`src/sv/r2d_pkg.sv`:
```
`default_nettype none
package r2d_pkg;

  localparam int ACC_WIDTH      = 31;
  localparam int MAX_DEC_DIGITS = 10;

  localparam int BCD_W  = 4 * MAX_DEC_DIGITS;
  // acc shifted by up to 4 bits plus an 8-bit digit
  localparam int WIDE_W = ACC_WIDTH + 5;
  localparam int CNT_W  = $clog2(ACC_WIDTH + 1);
  localparam int NDIG_W = $clog2(MAX_DEC_DIGITS + 1);

  localparam logic [ACC_WIDTH-1:0] ACC_MAX = '1;

  localparam logic [1:0] MODE_BIN = 2'd0;
  localparam logic [1:0] MODE_OCT = 2'd1;
  localparam logic [1:0] MODE_HEX = 2'd2;

  localparam logic [7:0] ASCII_ZERO  = 8'd48;
  localparam logic [7:0] ASCII_NINE  = 8'd57;
  localparam logic [7:0] ASCII_UPR_A = 8'd65;
  localparam logic [7:0] ASCII_UPR_F = 8'd70;
  localparam logic [7:0] HEX_A_VALUE = 8'd10;

  typedef struct packed {
    logic                 sat;
    logic [ACC_WIDTH-1:0] value;
  } job_t;

endpackage
`default_nettype wire

```
`src/sv/r2d_front.sv`:
```
`default_nettype none
module r2d_front (
  input  wire logic          clk,
  input  wire logic          rst_n,
  input  wire logic          cfg_we,
  input  wire logic [1:0]    cfg_wdata,
  input  wire logic          in_valid,
  input  wire logic [7:0]    in_symbol,
  input  wire logic          in_final,
  output logic               in_ready,
  input  wire logic          q_full,
  output logic               q_push,
  output r2d_pkg::job_t      q_job
);

  logic [1:0]                       mode_r;
  logic [r2d_pkg::ACC_WIDTH-1:0]    acc_r, acc_nxt;
  logic                             sat_r, sat_nxt;
  logic [7:0]                       digit;
  logic [r2d_pkg::WIDE_W-1:0]       wide;
  logic                             ovf;
  logic                             take;

  always_comb begin
    digit = in_symbol;
    if (mode_r == r2d_pkg::MODE_HEX) begin
      if (in_symbol >= r2d_pkg::ASCII_ZERO && in_symbol <= r2d_pkg::ASCII_NINE) begin
        digit = in_symbol - r2d_pkg::ASCII_ZERO;
      end else if (in_symbol >= r2d_pkg::ASCII_UPR_A && in_symbol <= r2d_pkg::ASCII_UPR_F) begin
        digit = in_symbol - r2d_pkg::ASCII_UPR_A + r2d_pkg::HEX_A_VALUE;
      end else begin
        digit = 8'd0;
      end
    end
  end

  always_comb begin
    case (mode_r)
      r2d_pkg::MODE_OCT: wide = r2d_pkg::WIDE_W'(acc_r) << 3;
      r2d_pkg::MODE_HEX: wide = r2d_pkg::WIDE_W'(acc_r) << 4;
      default:           wide = r2d_pkg::WIDE_W'(acc_r) << 1;
    endcase
    wide = wide + r2d_pkg::WIDE_W'(digit);
    // saturate sticky until the final word
    ovf     = sat_r || (wide > r2d_pkg::WIDE_W'(r2d_pkg::ACC_MAX));
    acc_nxt = ovf ? r2d_pkg::ACC_MAX : wide[r2d_pkg::ACC_WIDTH-1:0];
    sat_nxt = ovf;
  end

  assign in_ready    = !q_full;
  assign take        = in_valid && in_ready;
  assign q_push      = take && in_final;
  assign q_job.sat   = sat_nxt;
  assign q_job.value = acc_nxt;

  always_ff @(posedge clk) begin
    if (!rst_n) begin
      mode_r <= r2d_pkg::MODE_BIN;
      acc_r  <= '0;
      sat_r  <= 1'b0;
    end else begin
      if (cfg_we) begin
        mode_r <= cfg_wdata;
      end
      if (take) begin
        if (in_final) begin
          acc_r <= '0;
          sat_r <= 1'b0;
        end else begin
          acc_r <= acc_nxt;
          sat_r <= sat_nxt;
        end
      end
    end
  end

endmodule
`default_nettype wire

```
`src/sv/r2d_queue.sv`:
```
`default_nettype none
module r2d_queue (
  input  wire logic          clk,
  input  wire logic          rst_n,
  input  wire logic          push,
  input  wire r2d_pkg::job_t push_job,
  output logic               full,
  input  wire logic          pop,
  output logic               valid,
  output r2d_pkg::job_t      pop_job
);

  r2d_pkg::job_t mem [2];
  logic       wr_ptr_r;
  logic       rd_ptr_r;
  logic [1:0] count_r;

  assign full    = (count_r == 2'd2);
  assign valid   = (count_r != 2'd0);
  assign pop_job = mem[rd_ptr_r];

  always_ff @(posedge clk) begin
    if (push) begin
      mem[wr_ptr_r] <= push_job;
    end
  end

  always_ff @(posedge clk) begin
    if (!rst_n) begin
      wr_ptr_r <= 1'b0;
      rd_ptr_r <= 1'b0;
      count_r  <= 2'd0;
    end else begin
      if (push) begin
        wr_ptr_r <= !wr_ptr_r;
      end
      if (pop) begin
        rd_ptr_r <= !rd_ptr_r;
      end
      case ({push, pop})
        2'b10:   count_r <= count_r + 2'd1;
        2'b01:   count_r <= count_r - 2'd1;
        default: count_r <= count_r;
      endcase
    end
  end

endmodule
`default_nettype wire

```
`src/sv/r2d_back.sv`:
```
`default_nettype none
module r2d_back (
  input  wire logic          clk,
  input  wire logic          rst_n,
  input  wire logic          q_valid,
  input  wire r2d_pkg::job_t q_job,
  output logic               q_pop,
  output logic               out_valid,
  input  wire logic          out_ready,
  output logic [3:0]         out_digit,
  output logic               out_last,
  output logic               out_ovf
);

  localparam logic [1:0] ST_IDLE = 2'd0;
  localparam logic [1:0] ST_CONV = 2'd1;
  localparam logic [1:0] ST_SKIP = 2'd2;
  localparam logic [1:0] ST_EMIT = 2'd3;

  localparam logic [r2d_pkg::CNT_W-1:0]  CONV_STEPS = r2d_pkg::CNT_W'(r2d_pkg::ACC_WIDTH);
  localparam logic [r2d_pkg::NDIG_W-1:0] ALL_DIGITS =
    r2d_pkg::NDIG_W'(r2d_pkg::MAX_DEC_DIGITS);

  logic [1:0]                       state_r;
  logic [r2d_pkg::ACC_WIDTH-1:0]    bin_r;
  logic [r2d_pkg::BCD_W-1:0]        bcd_r;
  logic [r2d_pkg::BCD_W-1:0]        bcd_adj;
  logic [r2d_pkg::CNT_W-1:0]        cnt_r;
  logic [r2d_pkg::NDIG_W-1:0]       ndig_r;
  logic                             sat_r;
  logic [3:0]                       top_digit;

  // add 3 to every digit of 5 or more before the shift
  always_comb begin
    for (int i = 0; i < r2d_pkg::MAX_DEC_DIGITS; i++) begin
      bcd_adj[4*i +: 4] = (bcd_r[4*i +: 4] >= 4'd5) ? bcd_r[4*i +: 4] + 4'd3
                                                     : bcd_r[4*i +: 4];
    end
  end

  assign top_digit = bcd_r[r2d_pkg::BCD_W-1 -: 4];
  assign q_pop     = (state_r == ST_IDLE) && q_valid;
  assign out_valid = (state_r == ST_EMIT);
  assign out_digit = top_digit;
  assign out_last  = (ndig_r == r2d_pkg::NDIG_W'(1));
  assign out_ovf   = sat_r;

  always_ff @(posedge clk) begin
    if (!rst_n) begin
      state_r <= ST_IDLE;
      cnt_r   <= '0;
      ndig_r  <= '0;
    end else begin
      case (state_r)
        ST_IDLE: begin
          if (q_valid) begin
            cnt_r   <= CONV_STEPS;
            state_r <= ST_CONV;
          end
        end
        ST_CONV: begin
          cnt_r <= cnt_r - r2d_pkg::CNT_W'(1);
          if (cnt_r == r2d_pkg::CNT_W'(1)) begin
            ndig_r  <= ALL_DIGITS;
            state_r <= ST_SKIP;
          end
        end
        ST_SKIP: begin
          // drop leading zeros; an all-zero value emits nothing
          if (ndig_r == '0) begin
            state_r <= ST_IDLE;
          end else if (top_digit == 4'd0) begin
            ndig_r <= ndig_r - r2d_pkg::NDIG_W'(1);
          end else begin
            state_r <= ST_EMIT;
          end
        end
        ST_EMIT: begin
          if (out_ready) begin
            ndig_r <= ndig_r - r2d_pkg::NDIG_W'(1);
            if (out_last) begin
              state_r <= ST_IDLE;
            end
          end
        end
        default: state_r <= ST_IDLE;
      endcase
    end
  end

  always_ff @(posedge clk) begin
    case (state_r)
      ST_IDLE: begin
        if (q_valid) begin
          bin_r <= q_job.value;
          sat_r <= q_job.sat;
          bcd_r <= '0;
        end
      end
      ST_CONV: begin
        {bcd_r, bin_r} <= {bcd_adj, bin_r} << 1;
      end
      ST_SKIP: begin
        if (ndig_r != '0 && top_digit == 4'd0) begin
          bcd_r <= bcd_r << 4;
        end
      end
      ST_EMIT: begin
        if (out_ready) begin
          bcd_r <= bcd_r << 4;
        end
      end
      default: bcd_r <= bcd_r;
    endcase
  end

endmodule
`default_nettype wire

```
`src/sv/radix_digits_to_decimal_digits_unit.sv`:
```
// Radix digit stream to decimal digit stream.
// Input channel in_*: one symbol per word, most significant first. tdata[7:0]
// is the symbol (digit value in binary/octal mode, ASCII in hex mode), tlast
// marks the final symbol of a number. cfg_we/cfg_wdata set the source base
// (0 binary, 1 octal, 2 hex ASCII); write only while the block is idle.
// Output channel out_*: tdata[3:0] one decimal digit, most significant first,
// tlast on the least significant digit, tuser set when the value saturated
// at 2^31-1. A value of zero produces no output words.
// Throughput: one input symbol per cycle while the queue is not full,
// accumulated with a shift and add. A final symbol hands the value to a
// two-entry queue. The converter takes one number at a time from the queue:
// it loads it, runs shift-and-add-3 (one bit per cycle), then drops leading
// zeros and emits one digit per cycle while the receiver keeps up; it takes
// no new number from the queue until it is through with the current one.
// When the receiver stalls, the digit on out_tdata holds; the front keeps
// taking symbols until the queue is full, then drops in_tready.
// Reset (rst_n low, synchronous) clears accumulator, queue and converter and
// sets binary mode.
`default_nettype none
module radix_digits_to_decimal_digits_unit (
  input  wire logic       clk,
  input  wire logic       rst_n,
  input  wire logic       cfg_we,
  input  wire logic [1:0] cfg_wdata,   // radix_mode
  input  wire logic       in_tvalid,
  output logic            in_tready,
  input  wire logic [7:0] in_tdata,    // [7:0] symbol
  input  wire logic       in_tlast,    // is_final
  output logic            out_tvalid,
  input  wire logic       out_tready,
  output logic [7:0]      out_tdata,   // [3:0] dec_digit, [7:4] zero
  output logic            out_tlast,   // last_digit
  output logic            out_tuser    // overflow
);

  r2d_pkg::job_t push_job;
  r2d_pkg::job_t pop_job;
  logic          q_push;
  logic          q_full;
  logic          q_valid;
  logic          q_pop;
  logic [3:0]    digit;

  r2d_front u_front (
    .clk       (clk),
    .rst_n     (rst_n),
    .cfg_we    (cfg_we),
    .cfg_wdata (cfg_wdata),
    .in_valid  (in_tvalid),
    .in_symbol (in_tdata),
    .in_final  (in_tlast),
    .in_ready  (in_tready),
    .q_full    (q_full),
    .q_push    (q_push),
    .q_job     (push_job)
  );

  r2d_queue u_queue (
    .clk      (clk),
    .rst_n    (rst_n),
    .push     (q_push),
    .push_job (push_job),
    .full     (q_full),
    .pop      (q_pop),
    .valid    (q_valid),
    .pop_job  (pop_job)
  );

  r2d_back u_back (
    .clk       (clk),
    .rst_n     (rst_n),
    .q_valid   (q_valid),
    .q_job     (pop_job),
    .q_pop     (q_pop),
    .out_valid (out_tvalid),
    .out_ready (out_tready),
    .out_digit (digit),
    .out_last  (out_tlast),
    .out_ovf   (out_tuser)
  );

  assign out_tdata = {4'd0, digit};

endmodule
`default_nettype wire

```
`config.mk`:
```
export PLATFORM = sky130hd
export DESIGN_NAME = radix_digits_to_decimal_digits_unit
export DESIGN_NICKNAME = d
export VERILOG_FILES = /design/src/sv/r2d_pkg.sv /design/src/sv/r2d_front.sv /design/src/sv/r2d_queue.sv /design/src/sv/r2d_back.sv /design/src/sv/radix_digits_to_decimal_digits_unit.sv
export SDC_FILE = /design/constraint.sdc
export NUM_CORES = 1
export LEC_CHECK = 0
export ABC_AREA = 1
export BUFFER_PORTS_ARGS = -buffer_cell sky130_fd_sc_hd__buf_2
export CORE_MARGIN = 10
export CORE_UTILIZATION = 64
export CTS_BUF_LIST = sky130_fd_sc_hd__clkbuf_16
export CTS_CLUSTER_DIAMETER = 100
export DETAILED_ROUTE_END_ITERATION = 8
export GPL_TIMING_DRIVEN = 0
export PLACE_DENSITY = 0.81
export SLEW_MARGIN = 20
export SYNTH_ARGS = -nofsm -noshare
export SYNTH_HDL_FRONTEND = slang
export SYNTH_SLANG_ARGS = --single-unit
```
`constraint.sdc`:
```
create_clock -name clk -period 5 [get_ports clk]
set_input_delay 0.75 -clock clk [delete_from_list [all_inputs] [get_ports clk]]
set_output_delay 0.75 -clock clk [all_outputs]
set_load 0.01 [all_outputs]
```
### Yosys cells after proc, flatten, opt, wreduce, memory -nomap -nowiden

Memory sizes are Yosys's and may differ from the RTL's. A register that Yosys moved wholly into a read port is not among the register bits.
Cells that the tools add are included.
W data, S select, Z words.

| word-level totals | value |
|---|---|
| flip-flop bits (word level) | 121 |
| memory bits (writable) | 64 |
| word-level logic and storage cells | 129 |
| memories kept | 1 |

Memory list:

| memory | depth | bits a word | rd ports | clocked after memory_dff | write ports | RTL line | RTL |
|---|---|---|---|---|---|---|---|
| u_queue.mem | 2 | 32 | 1 | 1 | 1 | r2d_queue.sv:13 | `r2d_pkg::job_t mem [2];` |

| cells by class | value |
|---|---|
| add/subtract/negate cells | 18 |
| order comparisons | 15 |
| equality and inequality tests | 18 |
| muxes and demuxes | 42 |
| reductions and logical operators | 23 |

Operators by type and width:

| cell | number |
|---|---|
| $pmux W40 S4 | 1 |
| $mux W40 | 3 |
| $mux W31 | 3 |
| $pmux W35 S2 | 1 |
| $pmux W31 S2 | 1 |
| $mux W4 | 13 |
| $ge A4 B3 Y1 const B | 10 |
| $add A35 B8 Y36 | 1 |
| $add A4 B2 Y4 const B | 9 |
| $gt A36 B31 Y1 const B | 1 |
| $mux W8 | 3 |
| $mux W2 | 6 |
| $ne A2 B1 Y1 const B | 6 |
| $pmux W4 S3 | 1 |
| $eq A2 B2 Y1 const B | 5 |
| $pmux W5 S2 | 1 |
| $reduce_and A5 Y1 | 2 |
| $add A8 B4 Y8 const B | 1 |
| $ge A8 B6 Y1 const B | 1 |
| $ge A8 B7 Y1 const B | 1 |
| $le A8 B6 Y1 const B | 1 |
| $le A8 B7 Y1 const B | 1 |
| $logic_not A4 Y1 | 2 |
| $pmux W2 S4 | 1 |
| other kinds (25) | 41 |

### Logic depth before layout (Yosys ltp)

| logic depth | value |
|---|---|
| depth after elaboration | 10 |
| depth in mapped cells | 30 |
| gate-level depth less buffers | 29 |

### By module

From an unflattened synthesis, not the netlist that was laid out.

| second synthesis, totals | value |
|---|---|
| cells, all modules | 1,290 |
| area total of the unflattened synthesis | 11,930.2 um2 |

Modules (own cells, without submodules):

| module | instances | cells each | area each (um2) | seq. area each (um2) |
|---|---|---|---|---|
| r2d_front | 1 | 638 | 4,609.4 | 680.7 |
| r2d_back | 1 | 512 | 4,594.4 | 2,382.3 |
| r2d_queue | 1 | 135 | 2,692.6 | 2,021.9 |
| radix_digits_to_decimal_digits_unit | 1 | 5 | 33.8 | 0.0 |

### Least setup slack after synthesis

OpenSTA, ideal clock, no wires.

| timing | value |
|---|---|
| kind | input-to-reg |
| from | input in_tdata[0] |
| to | memory u_queue.mem[0][12] in the netlist's numbering (data pin) |
| setup time | 0.269 ns |
| data arrival time | 3.713 ns |
| required time | 4.731 ns |
| path slack | 1.018 ns |
| stages on the path | 27 |
| buffers on the path | 1 |
| path through | inv_1 -> ha_1 -> o21ai_0 -> nand2_1 -> nand2_1 -> o21ai_0 -> nand3_1 -> inv_1 -> nor2_1 -> inv_1 -> a31oi_1 -> nor2_1 -> ha_1 -> nand2_1 -> clkinv_1 -> nand3_1 -> o21ai_1 -> nand3_2 -> inv_2 -> nand2_2 -> nor2_4 -> nand2_1 -> nand2_2 -> nand2_4 -> nor2_8 -> buf_8 -> nand3_4 |

RTL lines:

| item | RTL line | RTL |
|---|---|---|
| from (decl) | radix_digits_to_decimal_digits_unit.sv:27 | `input wire logic [7:0] in_tdata,` |
| to (decl) | r2d_queue.sv:13 |  |

==> metrics <==
RSZ-0062 raised after global routing=no; Fmax=0.222 GHz; sequential cell fraction of total power=39.5%; CTS resizes=0; initial antenna violation count=0; period utilization=89.9%; clock sink total=186; WP buf/inv=7; ant diodes=0; Worst Path Arrival=4650 ps; worst reg2reg path depth=24; hold_buf cts=0; Final min period=4500 ps; clock share of power=20.7%; clock latency on the worst-skew pair=440 ps; switching share of power=38.7%; max incr delay on CP=360 ps; setup violators final=0; Final Max Tran Viols=0; maximum vdd ir drop=0.323 mV; synth warn=0; critical path launch point type=input port; Mapped Area=11400 um2; Setup TNS=0 ps; CP max-delay cell=ha_1; via count=8629; DRC errors left=0; Num CTS Buffers=17; Rel. slew slack=53.1%; hold path cells=1; leak pwr=5.08 nW; Die W=153 um; reg2reg start=u_front.mode_r[0]; clock buffer depth=2; Gate power share=39.7%; WP data required=5160 ps; RR Endpoint=u_queue.mem[0][21]; post-synthesis sequential element count=186; DR pass1 iterations=6; P_sw=2.55 mW; Placer Congestion=0.883; Setup CP Type=in2reg; Hold Path Class=reg2reg; Final Hold Violating Endpoints=0; Reg clk slew, reported paths=70 ps; Routed Antenna Nets=0; first-pass GRT wire length=39.8 mm; total overflow reported by the global router=0; detailed-route wire length per cell=15.5 um; highest-count cells in the layout ignoring fill and taps=nand2_1, edfxtp_1, inv_1; Synth Area per Inst=9.07 um2; Int Pwr=4.03 mW; layout cells sized above 1=19.1%; Worst Tran Pin Value=703 ps; number of flops mapped to enable cells by yosys=136; r2r setup slk=730 ps; total die area=23500 um2; Root Buffer=clkbuf_16; vias per std cell=5.61; WL final=23.8 mm; CP endpoint kind=flop; fin nets=1359; Initial Utilization=65.5%; # rows=48; final core occ=71.8%; Max FO, Critical Path=10; Async SR Flop Fraction=0%; Layout area overhead=9.70%; port bufs=23; Gate Count Post-Synth=1253; CTS tree=yes; Worst Hold Launch=u_queue.rd_ptr_r; CP most frequent cell=nand2_1; outcome=complete, no violations; maxcap violations=0; Largest delay share family, worst path=simple AND/OR/NAND/NOR gates; number of distinct library cells after synthesis=55; vias in the first global route=8309; H-tree depth=4; CP Launch Point=in_tdata[0]; chip height=153 um; Ports=28; Pwr per Cell Area=528 nW/um2; GRT Overall Usage=20.3%; sequential fraction of the synthesis area=44.8%; Synth Flop Type=edfxtp_1; commonest non-fill, non-tap cell in the layout=nand2_1; DPL Wire Length=17.8 mm; 1st-iter DRT viols=611; worst clock skew=18.0 ps; post-CTS repair timing setup buffer count=0; largest net degree at the start of global routing=33; CORE AREA=17400 um2
## stage by stage
| step | hold WS (ps) | power (mW) | cells | setup slack [ps] | area [um2] |
|---|---|---|---|---|---|
| 6_report | 482 | 6.58 | 1539 | 504 | 12500 |
| 5_1_grt | 499 | 7.04 | 1539 | 81.3 | 12500 |
| 4_1_cts | 477 | 6.58 | 1539 | 566 | 12500 |
| 3_5_place_dp | 450 | 5.21 | 1507 | 109 | 11900 |
| 3_3_place_gp | 437 | 5.06 | 1504 | 183 | 11800 |
| 2_1_floorplan | 426 | 4.51 | 1256 | 1020 | 11400 |
## per-layer routing
layer	up-vias	part of all wire [%]	GRT usage (%)
met5	-	0	0
met4	0	1.9	6.86
met3	36	5.0	3.73
met2	259	51	35.3
met1	4035	42	24.5
li1	4299	-	-
## state kept, by name (all words and copies together), names as in the netlist, named ones only
signal	flops
u_front.sat_r	1
u_queue.rd_ptr_r	1
u_front.acc_r	31
u_front.mode_r	2
u_back.bcd_r	40
u_back.bin_r	31
u_queue.mem	64
u_queue.count_r	2
u_back.state_r	2
u_back.cnt_r	5
u_queue.wr_ptr_r	1
u_back.out_ovf	1
u_back.ndig_r	4
## how the worst max path moves through the flow
stage	end	slack (ps)	cells after the start
floorplan	u_queue.mem[0][12]	1020	27
global placement	u_queue.mem[0][18]	180	28
detailed placement	u_queue.mem[0][12]	110	28
CTS	u_queue.mem[0][21]	570	28
global route	u_front.acc_r[29]	80	30
finish	u_queue.mem[0][21]	500	28
## kinds of logic (layout without fill, tap and decap cells)
group           count (synthesis)  after routing  share of synthesized area [%]
compound gates                229            229                           11.7
fa+ha+maj                      42             42                           4.69
other cells                     1              4                         0.0330
flops                         186            186                           44.8
xor+xnor                       43             43                           3.31
simple gates                  554            554                           27.1
buf+inv                       198            256                           8.37
## synthesized netlist by cell type (2+ instances only)
cell type	number	share of area (%)
a21oi_1	101	4.4
a21oi_2	20	1.5
a221o_1	4	0.35
a31oi_1	4	0.22
buf_1	5	0.17
buf_12	4	0.70
buf_2	4	0.18
buf_4	11	0.73
buf_6	8	0.79
buf_8	2	0.26
clkbuf_1	25	0.83
clkinv_1	2	0.066
dfxtp_1	50	8.8
edfxtp_1	136	36
ha_1	41	4.5
inv_1	127	4.2
inv_2	7	0.23
nand2_1	229	7.6
nand2_2	42	2.3
nand2_4	8	0.79
nand3_1	59	2.6
nand3_2	13	1.1
nand3_4	30	4.6
nand4_1	6	0.33
nor2_1	97	3.2
nor2_2	17	0.94
nor2_4	14	1.4
nor3_1	10	0.44
o211ai_1	5	0.33
o21ai_0	64	2.8
o21ai_2	2	0.15
o22ai_1	14	0.77
o32ai_1	8	0.62
or2_1	18	0.99
or2_2	5	0.28
xnor2_1	9	0.69
xor2_1	34	2.6
## power by group through the flow
stage          clock network, mW  registers (mW)  logic [mW]
3_5_place_dp                   0            2.62        2.59
6_report                    1.36            2.60        2.62
4_1_cts                     1.37            2.60        2.61
2_1_floorplan                  0            2.57        1.94
3_3_place_gp                   0            2.64        2.42
5_1_grt                     1.44            2.65        2.94
## area by class of cell
| cell class | count | area (um2) |
|---|---|---|
| clock inverters | 15 | 171 |
| plain buffers | 59 | 415 |
| fillers | 1261 | 4890 |
| clock buffers | 17 | 425 |
| well taps | 225 | 282 |
| multi-input cells | 872 | 5360 |
| flip-flops and latches | 186 | 5080 |
| inverters | 139 | 536 |
| repair buffers | 26 | 190 |
Note: power is estimated with default switching activity, not from simulation.
